<file path="src/hdl/wssa_pkg.sv">
`default_nettype none
package wssa_pkg;
  localparam int NumSharesDefault  = 8;
  localparam int CountWidthDefault = 16;
  localparam int PrioWidth         = 16;
  localparam int FieldWidth        = 16;
  localparam int ShareWidth        = 3;
  localparam int NumPrioRegs       = 8;
  localparam int CfgIndexWidth     = 3;
  localparam logic [PrioWidth-1:0] PrioReset = PrioWidth'(50);

  typedef enum logic [2:0] {
    ACT_ENQUEUE   = 3'd0,
    ACT_DEQUEUE   = 3'd1,
    ACT_CONSUME   = 3'd2,
    ACT_QUERY     = 3'd3,
    ACT_RECALC    = 3'd4
  } action_t;
endpackage
`default_nettype wire

</file>
<file path="src/hdl/wssa_in_if.sv">
`default_nettype none
interface wssa_in_if;
  logic        valid;
  logic        ready;
  logic [2:0]  action;
  logic [2:0]  share;
  logic [15:0] total_slots;
  modport source (output valid, action, share, total_slots, input ready);
  modport sink   (input valid, action, share, total_slots, output ready);
endinterface
`default_nettype wire

</file>
<file path="src/hdl/wssa_out_if.sv">
`default_nettype none
interface wssa_out_if;
  logic        valid;
  logic        ready;
  logic        start_allowed;
  logic [15:0] share_slots;
  logic [15:0] share_queued;
  modport source (output valid, start_allowed, share_slots, share_queued, input ready);
  modport sink   (input valid, start_allowed, share_slots, share_queued, output ready);
endinterface
`default_nettype wire

</file>
<file path="src/hdl/weighted_share_slot_allocator_core.sv">
`default_nettype none
// Enqueue, dequeue, consume and query: the result word is registered on accept.
// Recalculate: summing over all NUM_SHARES, then for each active share a multiply,
// a 32-step restoring divide and an apply, with idle shares skipped, then a
// round-robin fill (up to NUM_SHARES shares visited per leftover slot) and the
// result word. One word at a time; the next word is taken no earlier than the
// cycle in which the previous result word is accepted.
// Synchronous reset: priorities to 50, all queued and slot counts to zero.
module weighted_share_slot_allocator_core
  import wssa_pkg::*;
#(
  parameter int NUM_SHARES  = NumSharesDefault,
  parameter int COUNT_WIDTH = CountWidthDefault
) (
  input  wire                     clk,
  input  wire                     rst,
  input  wire                     cfg_we,
  input  wire [CfgIndexWidth-1:0] cfg_index,
  input  wire [PrioWidth-1:0]     cfg_data,
  wssa_in_if.sink                 req,
  wssa_out_if.source              rsp
);
  localparam int IdxW  = (NUM_SHARES > 1) ? $clog2(NUM_SHARES) : 1;
  localparam int PsW   = PrioWidth + 3;
  localparam int QsW   = COUNT_WIDTH + 3;
  localparam int UsedW = ((COUNT_WIDTH > FieldWidth) ? COUNT_WIDTH : FieldWidth) + 3;
  localparam int ProdW = PrioWidth + FieldWidth;
  localparam int BitW  = $clog2(ProdW);
  localparam logic [COUNT_WIDTH-1:0] CountMax = '1;
  localparam logic [IdxW-1:0] LastIdx = IdxW'(NUM_SHARES - 1);

  typedef enum logic [2:0] {
    S_IDLE, S_SUM, S_MUL, S_DIV, S_APPLY, S_FILL, S_RESP
  } state_t;

  state_t                 state;
  logic [PrioWidth-1:0]   prio   [NUM_SHARES];
  logic [COUNT_WIDTH-1:0] queued [NUM_SHARES];
  logic [COUNT_WIDTH-1:0] slots  [NUM_SHARES];
  logic [IdxW-1:0]        k;
  logic [IdxW-1:0]        sidx;
  logic [PsW-1:0]         prio_sum;
  logic [QsW-1:0]         queued_sum;
  logic [UsedW-1:0]       used;
  logic [FieldWidth-1:0]  total;
  logic [ProdW-1:0]       dividend;
  logic [PsW-1:0]         rem;
  logic [ProdW-1:0]       quot;
  logic [BitW-1:0]        bitcnt;

  logic                   share_ok;
  logic [IdxW-1:0]        addr;
  logic [COUNT_WIDTH-1:0] cur_q;
  logic [COUNT_WIDTH-1:0] cur_s;
  logic [COUNT_WIDTH-1:0] q_new;
  logic [COUNT_WIDTH-1:0] s_new;
  logic                   rsp_load;
  logic [PsW:0]           rem_sh;
  logic                   rem_ge;
  logic [ProdW-1:0]       qv;
  logic [ProdW-1:0]       q_ext;
  logic [COUNT_WIDTH-1:0] q_final;
  logic                   fill_more;
  logic [31:0]            q_wide;
  logic [31:0]            s_wide;

  assign share_ok = {1'b0, req.share} < 4'(NUM_SHARES);
  assign req.ready = (state == S_IDLE) && (!rsp.valid || rsp.ready);

  // Pick the single access index: requested share, saved share or sweep index
  always_comb begin
    unique case (state)
      S_IDLE:  addr = req.share[IdxW-1:0];
      S_RESP:  addr = sidx;
      default: addr = k;
    endcase
  end
  assign cur_q = queued[addr];
  assign cur_s = slots[addr];

  // Saturating update of the addressed counts for enqueue, dequeue and consume
  always_comb begin
    q_new = cur_q;
    s_new = cur_s;
    if (state == S_IDLE) begin
      unique case (req.action)
        ACT_ENQUEUE: if (cur_q != CountMax) q_new = cur_q + 1'b1;
        ACT_DEQUEUE: if (cur_q != '0) q_new = cur_q - 1'b1;
        ACT_CONSUME: if (cur_s != '0) s_new = cur_s - 1'b1;
        default: ;
      endcase
    end
  end

  // A new result word is loaded this cycle
  assign rsp_load = ((state == S_IDLE) && req.valid && req.ready &&
                     !(share_ok && (req.action == ACT_RECALC))) || (state == S_RESP);

  // Divide step and quotient clamp
  assign rem_sh  = {rem, dividend[ProdW-1]};
  assign rem_ge  = rem_sh >= {1'b0, prio_sum};
  assign qv      = (prio_sum == '0) ? '0 : quot;
  assign q_ext   = ProdW'(cur_q);
  always_comb begin
    priority if (qv > q_ext) q_final = cur_q;
    else if (qv == '0)       q_final = COUNT_WIDTH'(1);
    else                     q_final = qv[COUNT_WIDTH-1:0];
  end
  assign fill_more = (used < UsedW'(queued_sum)) && (used < UsedW'(total));

  // Hold state, counters and the result word
  always_ff @(posedge clk) begin
    if (rst) begin
      state     <= S_IDLE;
      rsp.valid <= 1'b0;
      for (int i = 0; i < NUM_SHARES; i++) begin
        prio[i]   <= PrioReset;
        queued[i] <= '0;
        slots[i]  <= '0;
      end
    end else begin
      if (rsp.valid && rsp.ready && !rsp_load) rsp.valid <= 1'b0;
      if (cfg_we && ({1'b0, cfg_index} < (CfgIndexWidth+1)'(NUM_SHARES)))
        prio[cfg_index[IdxW-1:0]] <= cfg_data;

      unique case (state)
        S_IDLE: begin
          if (req.valid && req.ready) begin
            if (!share_ok) begin
              rsp.valid         <= 1'b1;
              rsp.start_allowed <= 1'b0;
              rsp.share_slots   <= '0;
              rsp.share_queued  <= '0;
            end else if (req.action == ACT_RECALC) begin
              sidx       <= addr;
              total      <= req.total_slots;
              k          <= '0;
              prio_sum   <= '0;
              queued_sum <= '0;
              used       <= '0;
              state      <= S_SUM;
            end else begin
              rsp.valid         <= 1'b1;
              rsp.start_allowed <= (s_new != '0);
              rsp.share_slots   <= s_wide[FieldWidth-1:0];
              rsp.share_queued  <= q_wide[FieldWidth-1:0];
              queued[addr]      <= q_new;
              slots[addr]       <= s_new;
            end
          end
        end
        // Clear slots and sum priorities and queues of active shares
        S_SUM: begin
          slots[k] <= '0;
          if (cur_q != '0) begin
            prio_sum   <= prio_sum + PsW'(prio[k]);
            queued_sum <= queued_sum + QsW'(cur_q);
          end
          if (k == LastIdx) begin
            k     <= '0;
            state <= S_MUL;
          end else begin
            k <= k + 1'b1;
          end
        end
        // Skip idle shares; form priority times total for the divider
        S_MUL: begin
          if (cur_q == '0) begin
            if (k == LastIdx) begin
              k     <= '0;
              state <= S_FILL;
            end else begin
              k <= k + 1'b1;
            end
          end else begin
            dividend <= prio[k] * total;
            rem      <= '0;
            quot     <= '0;
            bitcnt   <= '0;
            state    <= S_DIV;
          end
        end
        // One quotient bit per cycle
        S_DIV: begin
          dividend <= {dividend[ProdW-2:0], 1'b0};
          rem      <= rem_ge ? PsW'(rem_sh - {1'b0, prio_sum}) : rem_sh[PsW-1:0];
          quot     <= {quot[ProdW-2:0], rem_ge};
          bitcnt   <= bitcnt + 1'b1;
          if (bitcnt == BitW'(ProdW - 1)) state <= S_APPLY;
        end
        // Cap at the queue, raise to one, book the slots
        S_APPLY: begin
          slots[k] <= q_final;
          used     <= used + UsedW'(q_final);
          if (k == LastIdx) begin
            k     <= '0;
            state <= S_FILL;
          end else begin
            k     <= k + 1'b1;
            state <= S_MUL;
          end
        end
        // Hand leftover slots round robin
        S_FILL: begin
          if (!fill_more) begin
            state <= S_RESP;
          end else begin
            if (cur_s < cur_q) begin
              slots[k] <= cur_s + 1'b1;
              used     <= used + 1'b1;
            end
            k <= (k == LastIdx) ? '0 : k + 1'b1;
          end
        end
        S_RESP: begin
          rsp.valid         <= 1'b1;
          rsp.start_allowed <= (s_new != '0);
          rsp.share_slots   <= s_wide[FieldWidth-1:0];
          rsp.share_queued  <= q_wide[FieldWidth-1:0];
          state             <= S_IDLE;
        end
        default: state <= S_IDLE;
      endcase
    end
  end

  assign q_wide = 32'(q_new);
  assign s_wide = 32'(s_new);

  a_busy_not_ready: assert property (@(posedge clk) disable iff (rst)
    (state != S_IDLE) |-> !req.ready) else $error("ready while busy");
  a_simple_result: assert property (@(posedge clk) disable iff (rst)
    (req.valid && req.ready && req.action != ACT_RECALC) |=> rsp.valid)
    else $error("missing result word");
  a_div_rem: assert property (@(posedge clk) disable iff (rst)
    (state == S_DIV && prio_sum != '0) |-> (rem < prio_sum))
    else $error("divider remainder out of range");
  a_resp_free: assert property (@(posedge clk) disable iff (rst)
    (state == S_RESP) |-> !rsp.valid) else $error("result register busy");
endmodule
`default_nettype wire
</file>
<file path="src/flat_wrapper.sv">
// flat-port wrapper written by rule: the top's interface ports become plain ports
module weighted_share_slot_allocator_core_flat import wssa_pkg::*;
#(
  parameter int NUM_SHARES  = NumSharesDefault,
  parameter int COUNT_WIDTH = CountWidthDefault
)
  (clk, rst, cfg_we, cfg_index, cfg_data, req_valid, req_action, req_share, req_total_slots, req_ready, rsp_valid, rsp_start_allowed, rsp_share_slots, rsp_share_queued, rsp_ready);
  wssa_in_if req_i ();
  wssa_out_if rsp_i ();
  input  wire clk;
  input  wire rst;
  input  wire cfg_we;
  input  wire [CfgIndexWidth-1:0] cfg_index;
  input  wire [PrioWidth-1:0] cfg_data;
  input wire logic [$bits(req_i.valid)-1:0] req_valid;
  input wire logic [$bits(req_i.action)-1:0] req_action;
  input wire logic [$bits(req_i.share)-1:0] req_share;
  input wire logic [$bits(req_i.total_slots)-1:0] req_total_slots;
  output wire logic [$bits(req_i.ready)-1:0] req_ready;
  output wire logic [$bits(rsp_i.valid)-1:0] rsp_valid;
  output wire logic [$bits(rsp_i.start_allowed)-1:0] rsp_start_allowed;
  output wire logic [$bits(rsp_i.share_slots)-1:0] rsp_share_slots;
  output wire logic [$bits(rsp_i.share_queued)-1:0] rsp_share_queued;
  input wire logic [$bits(rsp_i.ready)-1:0] rsp_ready;
  assign req_i.valid = req_valid;
  assign req_i.action = req_action;
  assign req_i.share = req_share;
  assign req_i.total_slots = req_total_slots;
  assign req_ready = req_i.ready;
  assign rsp_valid = rsp_i.valid;
  assign rsp_start_allowed = rsp_i.start_allowed;
  assign rsp_share_slots = rsp_i.share_slots;
  assign rsp_share_queued = rsp_i.share_queued;
  assign rsp_i.ready = rsp_ready;
  weighted_share_slot_allocator_core #(.NUM_SHARES(NUM_SHARES), .COUNT_WIDTH(COUNT_WIDTH)) u_core (.clk(clk), .rst(rst), .cfg_we(cfg_we), .cfg_index(cfg_index), .cfg_data(cfg_data), .req(req_i), .rsp(rsp_i));
endmodule
</file>
<file path="config.mk">
export PLATFORM = sky130hd
export DESIGN_NAME = weighted_share_slot_allocator_core_flat
export DESIGN_NICKNAME = d
export VERILOG_FILES = /design/src/hdl/wssa_pkg.sv /design/src/hdl/wssa_in_if.sv /design/src/hdl/wssa_out_if.sv /design/src/hdl/weighted_share_slot_allocator_core.sv /design/src/flat_wrapper.sv
export SDC_FILE = /design/constraint.sdc
export NUM_CORES = 2
export LEC_CHECK = 0
export BUFFER_PORTS_ARGS = -buffer_cell sky130_fd_sc_hd__buf_4
export CORE_ASPECT_RATIO = 1.75
export CORE_MARGIN = 3
export CORE_UTILIZATION = 31
export CTS_BUF_LIST = sky130_fd_sc_hd__clkbuf_4 sky130_fd_sc_hd__clkbuf_8 sky130_fd_sc_hd__clkbuf_16
export DETAILED_ROUTE_END_ITERATION = 8
export PLACE_DENSITY_LB_ADDON = 0.15
export SLEW_MARGIN = 20
export SYNTH_ARGS = -nofsm -noshare
export SYNTH_HDL_FRONTEND = slang
export SYNTH_SLANG_ARGS = --single-unit
</file>
<file path="constraint.sdc">
create_clock -name clk -period 12.4 [get_ports clk]
set_input_delay 1.24 -clock clk [delete_from_list [all_inputs] [get_ports clk]]
set_output_delay 1.24 -clock clk [all_outputs]
set_load 0.02 [all_outputs]
</file>
# --- After elaboration in Yosys (flattened, before gate mapping) ---
# Memories as Yosys holds them, arrays and structs flattened. A register that Yosys moved wholly into a read port is not among the register bits.
# Cells that the tools add are included.
totals:
  mem_count: 3
  out_inout_bits: 35
  input_bits: 46
  elab_cells: 193
  reg_bits: 204
  ramBits: 384
op_classes:
  bitwise: 3
  magnitude_cmp: 5
  n_reduce_logical: 38
  muxes: 93
  eq_ne: 24
  add_sub_neg: 11
  mul: 1
memory_table:
  columns: ["memory", "words", "width", "rd", "rd_clocked_by_memory_dff", "wr", "line_no", "rtl"]
  rows:
  - ["u_core.prio", 8, 16, 1, 1, 8, "weighted_share_slot_allocator_core.sv:37", "logic [PrioWidth-1:0] prio [NUM_SHARES];"]
  - ["u_core.queued", 8, 16, 1, 0, 8, "weighted_share_slot_allocator_core.sv:38", "logic [COUNT_WIDTH-1:0] queued [NUM_SHARES];"]
  - ["u_core.slots", 8, 16, 1, 0, 8, "weighted_share_slot_allocator_core.sv:39", "logic [COUNT_WIDTH-1:0] slots [NUM_SHARES];"]
ops:
  columns: ["cell", "n"]
  rows:
  - ["2-to-1 mux 16 bit", 18]
  - ["2-to-1 mux 19 bit", 8]
  - ["one-hot mux 32 bit (2 select lines)", 2]
  - ["one-hot mux 19 bit (2 select lines)", 3]
  - ["2-to-1 mux 32 bit", 3]
  - ["one-hot mux 16 bit (2 select lines)", 3]
  - ["OR reduction 16 bit", 4]
  - ["adder 19 x 16 -> 19 bit", 3]
  - ["one-hot mux 19 bit (3 select lines)", 1]
  - ["2-to-1 mux 3 bit", 18]
  - ["nonzero test 16 bit", 3]
  - ["adder 16 x 1 -> 16 bit, second input constant", 2]
  - ["> comparator 32 x 16 -> 1 bit", 1]
  - ["logical NOT 32 bit", 1]
  - ["multiplier 16 x 16 -> 32 bit", 1]
  - ["subtractor 16 x 1 -> 16 bit, second input constant", 2]
  - ["2-to-1 mux 1 bit", 30]
  - [">= comparator 20 x 19 -> 1 bit", 1]
  - ["adder 19 x 1 -> 19 bit, second input constant", 1]
  - ["logical NOT 19 bit", 1]
  - ["< comparator 19 x 16 -> 1 bit", 1]
  - ["< comparator 19 bit", 1]
  - ["subtractor 19 bit", 1]
  - ["one-hot mux 3 bit (6 select lines)", 1]
  - ["other kinds (31)", 65]

# --- Longest topological paths before layout ---
logic_depth:
  depth_word: 12
  ltp_mapped: 39
  mapped_depth_nobuf: 33

# --- Least setup slack after synthesis ---
# No wires, ideal clock.
synth_path:
  kind: "input to register"
  from: "input port req_share[0]"
  to: "register u_core.bitcnt[0], enable pin"
  cell_stages: 20
  setup_time_ps: 642
  n_path_buf: 6
  arrival_time_ps: 9971
  path_slack_ps: 1786
  required_ps: 11758
  path_cell_list: "or4b_4 -> nand3_4 -> nor2_4 -> clkinv_2 -> buf_4 -> buf_4 -> buf_2 -> a211oi_1 -> nor3_1 -> or2_1 -> buf_2 -> inv_1 -> ha_1 -> and3_1 -> and4b_1 -> buf_4 -> nand3_1 -> buf_2 -> nor2_1 -> nor3_1"
synth_via:
  elab_chain_len: 5
synth_lines:
  columns: ["element", "line_no", "rtl"]
  rows:
  - ["from (decl)", "flat_wrapper.sv:17", "input wire logic [$bits(req_i.share)-1:0] req_share;"]
  - ["one-hot mux 3 bit (2 select lines)", "weighted_share_slot_allocator_core.sv:72", "unique case (state)"]
  - ["memory (8 x 16 bit)", null, null]
  - ["logical NOT 16 bit", "weighted_share_slot_allocator_core.sv:168", "if (cur_q == '0) begin"]
  - ["inequality test 2 bit (no line)", null, null]
  - ["AND reduction 3 bit (no line)", null, null]
  - ["to (signal assigned)", "weighted_share_slot_allocator_core.sv:188", "bitcnt <= bitcnt + 1'b1;"]
  - ["to (decl)", "weighted_share_slot_allocator_core.sv:49", "logic [BitW-1:0] bitcnt;"]
# Every way passes these cells.
# A chain may end at the register's enable or synchronous reset.

# --- Worst setup path in the final report ---
layout_path:
  from: "register u_core.state[0]"
  to: "register u_core.used[16], data pin"
layout_via:
  elab_chain_len: 7
  elab_cells_between_ends: 10
  cone_classes: "add/sub (1); order compare (1); eq/ne (3); mux (3); reduce/logical (1); memory (1)"
layout_lines:
  columns: ["element", "line_no", "rtl"]
  rows:
  - ["from (decl)", "weighted_share_slot_allocator_core.sv:36", "state_t state;"]
  - ["from (signal assigned)", "weighted_share_slot_allocator_core.sv:114", "state <= S_IDLE;"]
  - ["from (signal assigned)", "weighted_share_slot_allocator_core.sv:141", "state <= S_SUM;"]
  - ["from (signal assigned)", "weighted_share_slot_allocator_core.sv:161", "state <= S_MUL;"]
  - ["equality test 3 bit or logical NOT 3 bit (tied branches)", "weighted_share_slot_allocator_core.sv:72, weighted_share_slot_allocator_core.sv:126", null]
  - ["one-hot mux 3 bit (2 select lines)", "weighted_share_slot_allocator_core.sv:72", null]
  - ["memory (8 x 16 bit)", null, null]
  - ["> comparator 32 x 16 -> 1 bit", "weighted_share_slot_allocator_core.sv:105", "priority if (qv > q_ext) q_final = cur_q;"]
  - ["2-to-1 mux 16 bit", "weighted_share_slot_allocator_core.sv:105", null]
  - ["adder 19 x 16 -> 19 bit", "weighted_share_slot_allocator_core.sv:194", "used <= used + UsedW'(q_final);"]
  - ["one-hot mux 19 bit (3 select lines) (*)", "weighted_share_slot_allocator_core.sv:126", "unique case (state)"]
  - ["to (signal assigned)", "weighted_share_slot_allocator_core.sv:194", null]
  - ["to (signal assigned)", "weighted_share_slot_allocator_core.sv:210", "used <= used + 1'b1;"]
  - ["to (decl)", "weighted_share_slot_allocator_core.sv:44", "logic [UsedW-1:0] used;"]
# Every way passes the cells marked *; elsewhere a longest branch is shown, timed or not.

==> results.sh <==
export IMPL_outcome="complete, no violations"
export IMPL_crit_type="reg2reg"
export IMPL_whs_path_depth=2
export IMPL_crit_path_start_kind="flip-flop"
export IMPL_numPlacedInstances=5597
export IMPL_worst_pin_slew_ns=1.14
export IMPL_maxCapViolations=0
export IMPL_min_from="u_core.dividend[2]"
export IMPL_rsz0062_at_grt="false"
export IMPL_nNetsFinal=4462
export IMPL_maxSlewViolCount=0
export IMPL_clk_latency_ns=0.68
export IMPL_cts_sinks=591
export IMPL_r2r_cells=32
export IMPL_async_flop_share=0
export IMPL_yosys_warnings=0
export IMPL_cp_slowest_cell="dfxtp_2"
export IMPL_routed_wl_mm=139
export IMPL_area_delta_synth_final_pct=11.9
export IMPL_final_setup_tns_ns=0
export IMPL_cts_hold_buf=0
export IMPL_io_pins=81
export IMPL_cp_required_ns=12.78
export IMPL_drc=0
export IMPL_detail_route_antenna_nets=0
export IMPL_vias=30300
export IMPL_synth_area_um2=41400
export IMPL_drtPass1Iterations=5
export IMPL_initial_utilization=0.314
export IMPL_min_to="u_core.dividend[3]"
export IMPL_report_final_setup_viol=0
export IMPL_ys_ff_latch=591
export IMPL_final_layout_size_suffix_gt1_frac=0.115
export IMPL_regToRegSetupSlack_ns=3.43
export IMPL_clockBufferDepth=3
export IMPL_gp_congestion=0.900
export IMPL_slew_headroom=0.242
export IMPL_worstPathArrival_ns=9.35
export IMPL_cts_resized=0
export IMPL_overflow=0
export IMPL_mostFrequentLayoutCells="edfxtp_1, nor2_1, inv_1"
export IMPL_via_per_inst=5.29
export IMPL_syn_nets=4413
export IMPL_cp_common_cell="a21o_1"
export IMPL_final_common_cell="edfxtp_1"
export IMPL_period_needed_ns=8.97
export IMPL_hold_viol_final=0
export IMPL_post_cts_setup_buffers=0
export IMPL_grt_max_degree=67
export IMPL_cpPeakStageDelay_ns=0.71
export IMPL_hp_class="reg2reg"
export IMPL_die_x_um=282
export IMPL_fillCellCount=13300
export IMPL_placementRows=176
export IMPL_grt_pass1_wl_mm=210
export IMPL_grt_antenna_before_repair=3
export IMPL_ys_seq_area_frac=0.427
export IMPL_htreeDepth=3
export IMPL_hpwl_mm=102
export IMPL_synth_edff_count=584
export IMPL_numPortBuffers=80
export IMPL_core_area_um2=132000
export IMPL_die_area_um2=138000
export IMPL_grt_pass1_vias=32700
export IMPL_path_max_fanout=66
export IMPL_fin_cells=5719
export IMPL_detail_route_wl_per_cell_um=24.4
export IMPL_max_clock_freq_mhz=112
export IMPL_worst_r2r_startpoint="u_core.state[0]"
export IMPL_grt_usage=0.205
export IMPL_cts_buffers=66
export IMPL_ys_flop_type="edfxtp_1"
export IMPL_avgSynthCellArea_um2=10.6
export IMPL_clockRootBuffer="clkbuf_16"
export IMPL_syn_inst=3925
export IMPL_period_share=0.723
export IMPL_endpoint_kind="flip-flop"
export IMPL_die_h_um=490
export IMPL_ys_types=128
export IMPL_skew_ns=0.0404
export IMPL_cts_tree="built"
export IMPL_drt_initial_drc_count=1810
export IMPL_timing_rr_end="u_core.used[16]"
export IMPL_clk_pin_slew_ns=0.06
-- cell type report --
cell class,count,area (um2),area share
clock inverter,44,566,0.0122
multi-input combinational,2761,21600,0.465
sequential,591,17700,0.381
antenna,3,7.51,0.000162
clock buffer,75,1720,0.0371
tap,1691,2120,0.0457
inverter,387,1450,0.0314
timing repair buffer,167,1250,0.0271
-- cells in the mapped netlist, types with 15 or more instances --
master,n,share of area
xor2_1,23,0.0049
nand2_1,361,0.033
and3_1,119,0.018
o21bai_1,17,0.0031
o21ai_0,73,0.0088
nand4_1,27,0.0041
clkbuf_1,121,0.011
nor4_1,38,0.0057
a211o_1,20,0.0042
nor2b_1,30,0.0045
or3_1,36,0.0054
buf_2,30,0.0036
a21oi_1,132,0.016
nand3_1,72,0.0087
inv_1,376,0.034
mux2_2,20,0.0054
nor3_1,99,0.012
or2_2,15,0.0023
edfxtp_1,584,0.42
xnor2_1,59,0.012
nor2_1,416,0.038
o211ai_1,17,0.0031
ha_1,244,0.074
o21a_1,21,0.0038
and4_1,20,0.0042
a21o_1,45,0.0082
a311o_1,20,0.0048
a211oi_1,87,0.016
mux2i_1,42,0.010
fa_1,198,0.096
nand2b_1,46,0.0069
mux4_2,32,0.017
and2_1,185,0.028
-- per-stage QoR --
stage	area (um2)	hold slack (ns)	worst slack, ns	utilization
after floorplan	41400	0.484	1.79	-
after global placement	44000	0.488	3.11	0.333
after detailed placement	44000	0.503	3.04	0.333
after CTS	46300	0.516	3.20	0.351
after global routing	46300	0.548	2.60	0.351
final	46300	0.507	3.43	0.351
-- per-layer routing --
layer,global-route usage,vias up,share of wire
met5,0,-,0
met4,0.107,0,0.056
met3,0.0206,281,0.031
met2,0.398,675,0.55
li1,-,14000,-
met1,0.214,15300,0.36
-- worst max-delay path, delay by kind of cell (launching register included) --
| kind | cells | cell delay [ns] |
|---|---|---|
| AO/OA/AOI/OAI | 16 | 3.89 |
| AND/OR/NAND/NOR | 10 | 2.33 |
| adder cells (fa/ha/maj) | 3 | 0.91 |
| buffers and inverters | 3 | 0.77 |
| flip-flops | 1 | 0.71 |
-- cell families (layout without fill, tap and decap cells) --
kind of cell / after synthesis / count (layout) / synth area share
compound gates: 619 / 619 / 0.112
xor+xnor: 85 / 85 / 0.0185
fa+ha+maj: 442 / 442 / 0.169
buf+inv: 573 / 673 / 0.0565
flops: 591 / 591 / 0.427
mux: 98 / 98 / 0.0344
other cells: 0 / 3 / 0
simple gates: 1517 / 1517 / 0.183
-- how the worst max path moves through the flow --
stage                          from             endpoint  slack (ns)
CTS                       flip-flop  u_core.dividend[23]        3.20
floorplan              req_share[0]     u_core.bitcnt[0]        1.79
finish              u_core.state[0]      u_core.used[16]        3.43
detailed placement     req_share[1]      u_core.used[18]        3.04
global route        u_core.state[0]      u_core.used[16]        2.60
global placement       req_share[1]      u_core.used[17]        3.11
-- flip-flops by register name, indices dropped and copies added (netlist names), named ones only --
register / count
u_core.state: 3
u_core.queued_sum: 19
u_core.quot: 32
u_core.rsp.share_slots: 16
u_core.dividend: 32
u_core.queued: 128
u_core.total: 16
u_core.prio: 128
u_core.sidx: 3
u_core.rem: 19
u_core.used: 19
u_core.bitcnt: 5
u_core.rsp.valid: 1
u_core.rsp.share_queued: 16
u_core.prio_sum: 19
u_core.slots: 128
u_core.rsp.start_allowed: 1
u_core.k: 3
Power is left out: the tool's default activity adds up to more than one toggle a clock period on the data nets, which glitch-free logic cannot reach.
